### config.mk
export PLATFORM = sky130hd
export DESIGN_NAME = pwm_tone_sweep_fade_generator_top
export DESIGN_NICKNAME = d
export VERILOG_FILES = /design/src/design/pts_pkg.sv /design/src/design/pts_div.sv /design/src/design/pts_seq.sv /design/src/design/pwm_tone_sweep_fade_generator_top.sv
export SDC_FILE = /design/constraint.sdc
export NUM_CORES = 2
export LEC_CHECK = 0
export ABC_AREA = 1
export BUFFER_PORTS_ARGS = -buffer_cell sky130_fd_sc_hd__buf_2
export CORE_ASPECT_RATIO = 0.9
export CORE_MARGIN = 8
export CORE_UTILIZATION = 25
export CTS_BUF_LIST = sky130_fd_sc_hd__clkbuf_4
export CTS_CLUSTER_SIZE = 20
export DETAILED_ROUTE_END_ITERATION = 8
export SYNTH_ARGS = -nofsm -noshare
export SYNTH_HDL_FRONTEND = slang
export SYNTH_SLANG_ARGS = --single-unit
### constraint.sdc
create_clock -name clock -period 14.2 [get_ports clock]
set_input_delay 0 -clock clock [delete_from_list [all_inputs] [get_ports clock]]
set_output_delay 0 -clock clock [all_outputs]
set_load 0.02 [all_outputs]
### src/design/pts_pkg.sv
// Package for the PWM tone sweep generator: constants, request codes and the
// structs passed between the top level and the sweep sequencer. No dependencies.
`default_nettype none
package pts_pkg;

   localparam int CountBits = 24;
   localparam int NumBits   = 40;
   localparam int DenBits   = 28;
   localparam int CsrBits   = 28;

   localparam logic [25:0] MicrosMax = 26'h3FFFFFF;
   localparam logic [11:0] DivMin    = 12'd16;
   localparam logic [11:0] DivMax    = 12'd4080;
   localparam logic [16:0] OneQ16    = 17'd65536;
   // ceil(2^28 / 100), exact for dividends below 2^21
   localparam logic [23:0] DutyRecip = 24'd2684355;

   typedef enum logic [1:0] {
      REQ_START = 2'd0,
      REQ_TICK  = 2'd1,
      REQ_ABORT = 2'd2,
      REQ_NONE  = 2'd3
   } req_code_type;

   typedef enum logic [2:0] {
      CSR_CLOCK_HZ    = 3'd0,
      CSR_AUDIO_RATE  = 3'd1,
      CSR_CHUNK_LEN   = 3'd2,
      CSR_VOL_LEVEL   = 3'd3,
      CSR_OUT_EN      = 3'd4
   } csr_index_type;

   typedef struct packed {
      logic [27:0] clock_hz;
      logic [16:0] audio_rate;
      logic [15:0] chunk_length;
      logic [1:0]  volume_level;
      logic        output_enabled;
   } cfg_type;

   typedef struct packed {
      logic [1:0]           req_type;
      logic [15:0]          start_frequency;
      logic [15:0]          end_frequency;
      logic [CountBits-1:0] sweep_length;
      logic [CountBits-1:0] start_offset;
      logic [16:0]          start_volume;
      logic [16:0]          end_volume;
   } req_type;

   typedef struct packed {
      logic [11:0] clock_divider;
      logic [15:0] wrap_value;
      logic [15:0] duty_level;
      logic        silent;
      logic [25:0] chunk_micros;
      logic        finished;
      logic        aborted;
   } res_type;

endpackage
`default_nettype wire

### src/design/pts_div.sv
// Shared restoring divider, one quotient bit per cycle.
// Depends on pts_pkg for operand widths.
`default_nettype none
module pts_div (
   input  wire                         clock,
   input  wire                         reset,
   input  wire                         start,
   input  wire [pts_pkg::NumBits-1:0]  num,
   input  wire [pts_pkg::DenBits-1:0]  den,
   output logic                        done,
   output logic [pts_pkg::NumBits-1:0] quo
);
   import pts_pkg::*;

   localparam int CntBits = $clog2(NumBits + 1);

   logic                busy_ff, busy_in;
   logic                done_ff, done_in;
   logic [CntBits-1:0]  cnt_ff, cnt_in;
   logic [DenBits:0]    rem_ff, rem_in;
   logic [NumBits-1:0]  quo_ff, quo_in;
   logic [DenBits-1:0]  den_ff, den_in;
   logic [DenBits:0]    rem_sh;
   logic                ge;

   assign rem_sh = {rem_ff[DenBits-1:0], quo_ff[NumBits-1]};
   assign ge     = rem_sh >= {1'b0, den_ff};

   always_comb begin
      busy_in = busy_ff;
      done_in = 1'b0;
      cnt_in  = cnt_ff;
      rem_in  = rem_ff;
      quo_in  = quo_ff;
      den_in  = den_ff;
      if (start) begin
         busy_in = 1'b1;
         cnt_in  = CntBits'(NumBits);
         rem_in  = '0;
         quo_in  = num;
         den_in  = den;
      end else if (busy_ff) begin
         rem_in = ge ? (rem_sh - {1'b0, den_ff}) : rem_sh;
         quo_in = {quo_ff[NumBits-2:0], ge};
         cnt_in = cnt_ff - 1'b1;
         if (cnt_ff == CntBits'(1)) begin
            busy_in = 1'b0;
            done_in = 1'b1;
         end
      end
   end

   always_ff @(posedge clock) begin
      if (reset) begin
         busy_ff <= 1'b0;
         done_ff <= 1'b0;
         cnt_ff  <= '0;
      end else begin
         busy_ff <= busy_in;
         done_ff <= done_in;
         cnt_ff  <= cnt_in;
      end
      rem_ff <= rem_in;
      quo_ff <= quo_in;
      den_ff <= den_in;
   end

   assign done = done_ff;
   assign quo  = quo_ff;
endmodule
`default_nettype wire

### src/design/pts_seq.sv
// Sweep state and sequencer: walks each playing tick through the shared
// multiplier and the shared divider (pts_div). Depends on pts_pkg.
`default_nettype none
module pts_seq (
   input  wire               clock,
   input  wire               reset,
   input  pts_pkg::cfg_type  cfg,
   input  wire               req_valid,
   output logic              req_ready,
   input  pts_pkg::req_type  req,
   output logic              res_valid,
   input  wire               res_ready,
   output pts_pkg::res_type  res
);
   import pts_pkg::*;

   typedef enum logic [4:0] {
      S_IDLE, S_PGO, S_PWAIT, S_MF0, S_MF1, S_MV0, S_MV1, S_USM, S_UGO, S_UWAIT,
      S_DGO, S_DWAIT, S_WM, S_WGO, S_WWAIT, S_DM, S_DQ, S_OUT
   } state_type;

   state_type            state_ff, state_in;
   logic                 active_ff, active_in;
   logic [CountBits-1:0] done_ff, done_in, total_ff, total_in;
   logic [15:0]          ffrom_ff, ffrom_in, fto_ff, fto_in;
   logic [16:0]          vfrom_ff, vfrom_in, vto_ff, vto_in;
   logic [15:0]          top_ff, top_in;
   logic [15:0]          chunk_ff, chunk_in;
   logic [16:0]          p_ff, p_in;
   logic [34:0]          acc_ff, acc_in;
   logic [15:0]          freq_ff, freq_in;
   logic [16:0]          vol_ff, vol_in;
   logic [20:0]          d_ff, d_in;
   logic [NumBits-1:0]   num_ff, num_in;
   logic [DenBits-1:0]   den_ff, den_in;
   logic [11:0]          cdiv_ff, cdiv_in;
   logic [15:0]          duty_ff, duty_in;
   logic [25:0]          us_ff, us_in;
   logic                 sil_ff, sil_in, fin_ff, fin_in, abt_ff, abt_in;

   logic                 div_start, div_done;
   logic [NumBits-1:0]   div_num, div_quo;
   logic [DenBits-1:0]   div_den;
   logic [23:0]          mul_a, mul_b;
   logic [47:0]          prod;

   logic [27:0]          clk_hz;
   logic [16:0]          rate;
   logic [15:0]          clen;
   logic [CountBits-1:0] remain;
   logic [CountBits-1:0] center;
   logic [16:0]          vol_sat;
   logic [NumBits-1:0]   wq;

   assign clk_hz = (cfg.clock_hz == '0) ? 28'd1 : cfg.clock_hz;
   assign rate   = (cfg.audio_rate == '0) ? 17'd1 : cfg.audio_rate;
   assign clen   = (cfg.chunk_length == '0) ? 16'd1 : cfg.chunk_length;
   assign remain = total_ff - done_ff;
   assign center = done_ff + CountBits'(chunk_ff >> 1);
   assign vol_sat = (vol_ff > OneQ16) ? OneQ16 : vol_ff;
   assign wq = (div_quo == '0) ? NumBits'(0) : (div_quo - 1'b1);

   pts_div u_div (
      .clock (clock),
      .reset (reset),
      .start (div_start),
      .num   (div_num),
      .den   (div_den),
      .done  (div_done),
      .quo   (div_quo)
   );

   // shared multiplier operand selection
   always_comb begin
      mul_a = '0;
      mul_b = '0;
      case (state_ff)
         S_MF0: begin mul_a = 24'(ffrom_ff); mul_b = 24'(OneQ16 - p_ff); end
         S_MF1: begin mul_a = 24'(fto_ff);   mul_b = 24'(p_ff);          end
         S_MV0: begin mul_a = 24'(vfrom_ff); mul_b = 24'(OneQ16 - p_ff); end
         S_MV1: begin mul_a = 24'(vto_ff);   mul_b = 24'(p_ff);          end
         S_USM: begin mul_a = 24'(chunk_ff); mul_b = 24'd1000000;        end
         S_WM:  begin mul_a = 24'(freq_ff);  mul_b = 24'(cdiv_ff);       end
         S_DM:  begin mul_a = 24'(top_ff);   mul_b = 24'(d_ff);          end
         S_DQ:  begin mul_a = num_ff[23:0];  mul_b = DutyRecip;          end
         default: begin mul_a = '0; mul_b = '0; end
      endcase
   end
   assign prod = mul_a * mul_b;

   always_comb begin
      state_in = state_ff;  active_in = active_ff;
      done_in = done_ff;    total_in = total_ff;
      ffrom_in = ffrom_ff;  fto_in = fto_ff;
      vfrom_in = vfrom_ff;  vto_in = vto_ff;
      top_in = top_ff;      chunk_in = chunk_ff;
      p_in = p_ff;          acc_in = acc_ff;
      freq_in = freq_ff;    vol_in = vol_ff;
      d_in = d_ff;          num_in = num_ff;
      den_in = den_ff;      cdiv_in = cdiv_ff;
      duty_in = duty_ff;    us_in = us_ff;
      sil_in = sil_ff;      fin_in = fin_ff;
      abt_in = abt_ff;
      div_start = 1'b0;
      div_num = num_ff;
      div_den = den_ff;

      case (state_ff)
         S_IDLE: begin
            if (req_valid) begin
               // every result defaults to the silent form
               cdiv_in = DivMin; duty_in = '0; us_in = '0;
               sil_in = 1'b1; fin_in = 1'b0; abt_in = 1'b0;
               case (req.req_type)
                  REQ_START: begin
                     if (cfg.output_enabled && req.sweep_length != '0) begin
                        ffrom_in = req.start_frequency;
                        fto_in = req.end_frequency;
                        total_in = req.sweep_length;
                        done_in = req.start_offset;
                        vfrom_in = req.start_volume;
                        vto_in = req.end_volume;
                        active_in = 1'b1;
                     end
                  end
                  REQ_TICK: begin
                     if (!cfg.output_enabled) begin
                        state_in = S_OUT;
                     end else if (!active_ff || done_ff >= total_ff) begin
                        active_in = 1'b0;
                        fin_in = 1'b1;
                        state_in = S_OUT;
                     end else begin
                        chunk_in = (remain > CountBits'(clen)) ? clen : remain[15:0];
                        state_in = S_PGO;
                     end
                  end
                  REQ_ABORT: begin
                     abt_in = active_ff;
                     active_in = 1'b0;
                     state_in = S_OUT;
                  end
                  default: state_in = S_IDLE;
               endcase
            end
         end
         S_PGO: begin
            div_start = 1'b1;
            div_num = {center, 16'b0};
            div_den = DenBits'(total_ff);
            done_in = done_ff + CountBits'(chunk_ff);
            state_in = S_PWAIT;
         end
         S_PWAIT: if (div_done) begin
            p_in = (div_quo > NumBits'(OneQ16)) ? OneQ16 : div_quo[16:0];
            state_in = S_MF0;
         end
         S_MF0: begin acc_in = prod[34:0]; state_in = S_MF1; end
         S_MF1: begin
            freq_in = 16'((acc_ff + prod[34:0] + 35'd32768) >> 16);
            state_in = S_MV0;
         end
         S_MV0: begin acc_in = prod[34:0]; state_in = S_MV1; end
         S_MV1: begin
            vol_in = 17'((acc_ff + prod[34:0]) >> 16);
            state_in = S_USM;
         end
         S_USM: begin
            num_in = prod[NumBits-1:0];
            d_in = (21'(vol_sat) << 4) + (21'(vol_sat) << 1);
            state_in = S_UGO;
         end
         S_UGO: begin
            div_start = 1'b1;
            div_den = DenBits'(rate);
            state_in = S_UWAIT;
         end
         S_UWAIT: if (div_done) begin
            us_in = (div_quo > NumBits'(MicrosMax)) ? MicrosMax : div_quo[25:0];
            if (freq_ff == '0 || vol_ff == '0) begin
               state_in = S_OUT;
            end else begin
               sil_in = 1'b0;
               state_in = S_DGO;
            end
         end
         S_DGO: begin
            div_start = 1'b1;
            div_num = NumBits'(clk_hz);
            div_den = {freq_ff, 12'b0};
            state_in = S_DWAIT;
         end
         S_DWAIT: if (div_done) begin
            if (div_quo < NumBits'(DivMin))      cdiv_in = DivMin;
            else if (div_quo > NumBits'(DivMax)) cdiv_in = DivMax;
            else                                 cdiv_in = div_quo[11:0];
            state_in = S_WM;
         end
         S_WM: begin den_in = prod[DenBits-1:0]; state_in = S_WGO; end
         S_WGO: begin
            div_start = 1'b1;
            div_num = NumBits'({clk_hz, 4'b0});
            state_in = S_WWAIT;
         end
         S_WWAIT: if (div_done) begin
            top_in = (wq > NumBits'(16'hFFFF)) ? 16'hFFFF : wq[15:0];
            state_in = (cfg.volume_level == 2'd1) ? S_DM : S_OUT;
         end
         // divide by 6553600: drop 16 bits here, then multiply by 1/100
         S_DM: begin num_in = {16'b0, prod[39:16]}; state_in = S_DQ; end
         S_DQ: begin
            duty_in = prod[43:28];
            state_in = S_OUT;
         end
         S_OUT: if (res_ready) state_in = S_IDLE;
         default: state_in = S_IDLE;
      endcase
   end

   always_ff @(posedge clock) begin
      if (reset) begin
         state_ff <= S_IDLE;
         active_ff <= 1'b0;
         done_ff <= '0;  total_ff <= '0;
         ffrom_ff <= '0; fto_ff <= '0;
         vfrom_ff <= '0; vto_ff <= '0;
         top_ff <= '0;
      end else begin
         state_ff <= state_in;
         active_ff <= active_in;
         done_ff <= done_in;   total_ff <= total_in;
         ffrom_ff <= ffrom_in; fto_ff <= fto_in;
         vfrom_ff <= vfrom_in; vto_ff <= vto_in;
         top_ff <= top_in;
      end
      chunk_ff <= chunk_in; p_ff <= p_in;   acc_ff <= acc_in;
      freq_ff <= freq_in;   vol_ff <= vol_in; d_ff <= d_in;
      num_ff <= num_in;     den_ff <= den_in; cdiv_ff <= cdiv_in;
      duty_ff <= duty_in;   us_ff <= us_in;   sil_ff <= sil_in;
      fin_ff <= fin_in;     abt_ff <= abt_in;
   end

   assign req_ready = (state_ff == S_IDLE);
   assign res_valid = (state_ff == S_OUT);
   assign res.clock_divider = cdiv_ff;
   assign res.wrap_value    = top_ff;
   assign res.duty_level    = duty_ff;
   assign res.silent        = sil_ff;
   assign res.chunk_micros  = us_ff;
   assign res.finished      = fin_ff;
   assign res.aborted       = abt_ff;
endmodule
`default_nettype wire

### src/design/pwm_tone_sweep_fade_generator_top.sv
// Top level of the PWM tone sweep generator: configuration registers, stream
// ports and the result register. Depends on pts_pkg and pts_seq.
//
//   channel   dir   handshake               payload
//   req_      in    tvalid/tready           tdata 120 bits, tuser req_type
//   rsp_      out   tvalid/tready           tdata 72 bits, tuser flags
//   csr_      in    we                      index 3 bits, wdata 28 bits
//
// A start transfer leaves req_tready high; an abort or a tick with nothing to
// play drops it until its result is taken. A playing tick holds it low through
// the multiplier steps and the shared 40-step divider, run four times (twice for
// a silent chunk), and skips the duty steps when the level mutes the duty.
// A result still waiting in the output register holds the sequencer in its last state.
// Reset is synchronous and returns the configuration and result valid registers to their defaults.
`default_nettype none
module pwm_tone_sweep_fade_generator_top (
   input  wire          clock,
   input  wire          reset,
   input  wire          req_tvalid,
   output logic         req_tready,
   // sf[15:0] ef[31:16] sweep_length[55:32] start_offset[79:56]
   // start_volume[96:80] end_volume[113:97], zero fill above
   input  wire  [119:0] req_tdata,
   input  wire  [1:0]   req_tuser,    // req_type
   output logic         rsp_tvalid,
   input  wire          rsp_tready,
   // clock_divider[11:0] wrap_value[27:12] duty_level[43:28]
   // chunk_micros[69:44], zero fill above
   output logic [71:0]  rsp_tdata,
   output logic [2:0]   rsp_tuser,    // silent[0] finished[1] aborted[2]
   input  wire          csr_we,
   input  wire  [2:0]   csr_index,
   input  wire  [27:0]  csr_wdata
);
   import pts_pkg::*;

   cfg_type     cfg_ff, cfg_in;
   req_type     req;
   res_type     res;
   logic        res_valid, res_ready;
   logic        rsp_valid_ff, rsp_valid_in;
   logic [71:0] rsp_data_ff, rsp_data_in;
   logic [2:0]  rsp_user_ff, rsp_user_in;

   always_comb begin
      cfg_in = cfg_ff;
      if (csr_we) begin
         case (csr_index)
            CSR_CLOCK_HZ:    cfg_in.clock_hz = csr_wdata;
            CSR_AUDIO_RATE:  cfg_in.audio_rate = csr_wdata[16:0];
            CSR_CHUNK_LEN:   cfg_in.chunk_length = csr_wdata[15:0];
            CSR_VOL_LEVEL:   cfg_in.volume_level = csr_wdata[1:0];
            CSR_OUT_EN:      cfg_in.output_enabled = csr_wdata[0];
            default:         cfg_in = cfg_ff;
         endcase
      end
   end

   assign req.req_type        = req_tuser;
   assign req.start_frequency = req_tdata[15:0];
   assign req.end_frequency   = req_tdata[31:16];
   assign req.sweep_length    = req_tdata[55:32];
   assign req.start_offset    = req_tdata[79:56];
   assign req.start_volume    = req_tdata[96:80];
   assign req.end_volume      = req_tdata[113:97];

   pts_seq u_seq (
      .clock     (clock),
      .reset     (reset),
      .cfg       (cfg_ff),
      .req_valid (req_tvalid),
      .req_ready (req_tready),
      .req       (req),
      .res_valid (res_valid),
      .res_ready (res_ready),
      .res       (res)
   );

   // take a new result when the register is empty or being drained
   assign res_ready = !rsp_valid_ff || rsp_tready;

   always_comb begin
      rsp_valid_in = rsp_valid_ff;
      rsp_data_in  = rsp_data_ff;
      rsp_user_in  = rsp_user_ff;
      if (rsp_valid_ff && rsp_tready) rsp_valid_in = 1'b0;
      if (res_valid && res_ready) begin
         rsp_valid_in = 1'b1;
         rsp_data_in  = {2'b0, res.chunk_micros, res.duty_level,
                         res.wrap_value, res.clock_divider};
         rsp_user_in  = {res.aborted, res.finished, res.silent};
      end
   end

   always_ff @(posedge clock) begin
      if (reset) begin
         cfg_ff.clock_hz       <= 28'd125000000;
         cfg_ff.audio_rate     <= 17'd22050;
         cfg_ff.chunk_length   <= 16'd220;
         cfg_ff.volume_level   <= 2'd1;
         cfg_ff.output_enabled <= 1'b1;
         rsp_valid_ff          <= 1'b0;
      end else begin
         cfg_ff       <= cfg_in;
         rsp_valid_ff <= rsp_valid_in;
      end
      rsp_data_ff <= rsp_data_in;
      rsp_user_ff <= rsp_user_in;
   end

   assign rsp_tvalid = rsp_valid_ff;
   assign rsp_tdata  = rsp_data_ff;
   assign rsp_tuser  = rsp_user_ff;
endmodule
`default_nettype wire

==> flow_metrics.py <==
metrics = {
    "global_routing": {
        "overflow": 0,
        "grt_usage_pct": 17.38,
        "grt_pass1_vias": 48400,
        "grt_pass1_wl_um": 299600,
        "antenna_found_initial": 31,
        "grt_max_degree": 134,
    },
    "timing": {
        "fin_worst_skew_ns": 0.1340,
        "maxSlewHeadroom_pct": 14.90,
        "tightest_slew_ns": 1.272,
        "period_share_pct": 88.12,
        "period_needed_ns": 12.51,
        "slew_violations": 0,
        "maxClockFrequency_mhz": 79.92,
        "setup_ws_ns": 1.687,
        "fin_setup_tns_ns": 0,
        "hold_viol": 0,
        "rsz0062_at_grt": "false",
        "timing.hold.ws_ns": 0.2495,
        "setup-violations-final": 0,
    },
    "clocking": {
        "clk_pin_slew_ns": 0.08,
        "clock_latency_ns": 1.18,
        "clockBufferDepth": 3,
        "cts_sinks": 622,
        "cts_made_buffers": 163,
        "cts_resized": 0,
        "cts.htree.levels": 4,
        "clock-root-buffer": "clkbuf_4",
        "tritoncts": "yes",
    },
    "synthesis": {
        "ys_seq_elements": 622,
        "netlist.top_cell.by_area": "edfxtp_1",
        "synthFlopType": "edfxtp_1",
        "syn_inst": 6338,
        "synthArstFlopShare_pct": 0,
        "synthesis.area_um2": 52390,
        "ys_top_cells_by_area": "edfxtp_1 22%, fa_1 18%, inv_1 9.8%",
        "synth_edf_count": 385,
        "synth_warnings": 0,
        "ys_types": 70,
        "syn_area_per_cell_um2": 8.265,
        "synth_top_area_share_pct": 22.07,
        "yosysSeqAreaShare_pct": 31.13,
    },
    "critical_path": {
        "arrival_ns": 13.32,
        "cp_max_fo": 17,
        "end_kind": "flop",
        "worst-endpoint-required_ns": 15.01,
        "cpMaxStageDelayCell": "nand4_1",
        "crit_path_frequent_cell": "nand2_1",
        "r2r_cells": 42,
        "startpoint_type": "flop",
        "criticalPathCategory": "flop to flop",
        "max_stage_delay_ns": 1.09,
    },
    "layout": {
        "final_common_cell": "inv_1",
        "fin_util_pct": 30.51,
        "nNetsFinal": 8057,
        "mostFrequentLayoutCells": "1363 x inv_1, 1204 x nand2_1, 482 x fa_1",
        "syn_to_final_growth_pct": 21.44,
        "fin_cells": 9998,
        "seqCellArea_um2": 16310,
        "fin_area_um2": 63610,
        "multi_input_area_um2": 30390,
        "layout-drive-gt1-share_pct": 9.838,
        "fillCellCount": 21930,
    },
    "outcome": {
        "status": "finished, final reports clean",
    },
    "power_and_ir_drop": {
        "totalPowerFinal_mw": 9.513,
        "powerDensity_nw_per_um2": 149.5,
        "ir_worst_vdd_mv": 0.1454,
        "p_leak_nw": 29.74,
    },
    "floorplanning": {
        "rows": 159,
        "ioPinCount": 235,
        "start_util_pct": 25.13,
        "die_area_um2": 224500,
        "die-width_um": 498.5,
        "die_y_um": 450.3,
        "coreArea_um2": 208500,
    },
    "placed_design": {
        "place_area_um2": 57160,
        "placed_cells": 9262,
        "post-place-ws_ns": 2.029,
        "place_congestion": 0.9742,
        "dp_hpwl_um": 152600,
        "io_buffer_count": 226,
    },
    "min_path": {
        "whs_path_depth": 5,
        "min_path_type": "primary input to flop",
    },
    "job": {
        "drv_cap": 0,
    },
    "route": {
        "finalWirelength_um": 202400,
        "first_iter_violations": 5144,
        "wl_per_cell_um": 20.25,
        "ant_nets": 0,
        "via_count": 48360,
        "drc_errors": 0,
        "viasPerCell": 4.837,
        "dr.pass1.iters": 7,
    },
}
-- final cells by class --
class | count | area share (%)
Antenna cell | 24 | 0.09441
Clock buffer | 237 | 2.797
Multi-Input combinational cell | 4196 | 47.77
Inverter | 1389 | 8.200
Sequential cell | 622 | 25.63
Clock inverter | 54 | 0.6353
Timing Repair Buffer | 739 | 9.488
Tap cell | 2737 | 5.383
-- repair_timing --
action	4_1_cts	5_1_grt
endpoints found under the hold margin	266	0
hold buffers	421	0
setup buffers	0	0
-- layer usage --
layer	track usage, %	routed length (um)	up-vias
met1	22.37	82270	23460
met3	3.864	18670	588
li1	-	-	21890
met5	0	115	-
met4	9.067	11890	20
met2	27.32	89490	2399
-- critical path: cells and delay by family, from the launching register on --
kind | cells | cell delay, ns
XOR/XNOR | 1 | 0.99
AO/OA/AOI/OAI | 8 | 2.30
buffers and inverters | 9 | 1.31
AND/OR/NAND/NOR | 15 | 3.00
flip-flops | 1 | 0.47
adder cells (fa/ha/maj) | 9 | 4.10
-- power by group --
| group | internal [mW] | switching (mW) |
|---|---|---|
| Sequential | 2.35 | 0.212 |
| Clock | 0.854 | 0.872 |
| Combinational | 1.63 | 3.60 |
| Total | 4.83 | 4.68 |
-- cells in the mapped netlist, drive strengths merged (12+ instances only) --
master   instances
a211oi          12
a21o            24
a21oi          439
a221oi          34
a22oi           33
a31oi           46
a32o            12
buf             70
clkbuf         137
dfxtp          237
edfxtp         385
fa             482
ha             306
inv           1382
nand2         1227
nand3          168
nand3b          12
nand4           79
nor2           448
nor3            50
nor4            48
o2111ai         13
o211ai          32
o21a            13
o21ai          389
o221ai          18
o22ai           28
xnor2           45
xor2            99
-- worst paths after layout --
check                                      start  slack [ns]                              to
setup / recovery  u_seq.state_ff[3]$_SDFFE_PP0P_        1.69     u_seq.freq_ff[10]$_DFFE_PN_
setup reg to reg  u_seq.state_ff[3]$_SDFFE_PP0P_        1.69     u_seq.freq_ff[10]$_DFFE_PN_
hold reg to reg    u_seq.us_ff[11]$_SDFFCE_PP0P_        0.40         rsp_tdata[55]$_DFFE_PP_
hold / removal                      req_tdata[5]        0.25  u_seq.ffrom_ff[5]$_SDFFE_PP0P_
-- flip-flops by register name (all words and copies together), names as in the netlist, 24 cells and up --
| register | cells |
|---|---|
| u_seq.u_div.den_ff | 28 |
| rsp_tdata | 70 |
| cfg_ff | 64 |
| u_seq.done_ff | 24 |
| u_seq.den_ff | 28 |
| u_seq.num_ff | 40 |
| u_seq.total_ff | 24 |
| u_seq.us_ff | 26 |
| u_seq.acc_ff | 33 |
| u_seq.u_div.rem_ff | 28 |
| u_seq.u_div.quo | 40 |
-- cell families (layout without fill, tap and decap cells) --
kind of cell	Yosys count	count (layout)	share of synthesized area [%]
AO/OA/AOI/OAI	1136	1136	12.51
buffers and inverters	1596	2419	11.64
adder cells (fa/ha/maj)	788	788	25.73
AND/OR/NAND/NOR	2050	2050	16.54
other	2	102	0.01434
flip-flops	622	622	31.13
XOR/XNOR	144	144	2.436
(Power assumes the default switching activity.)
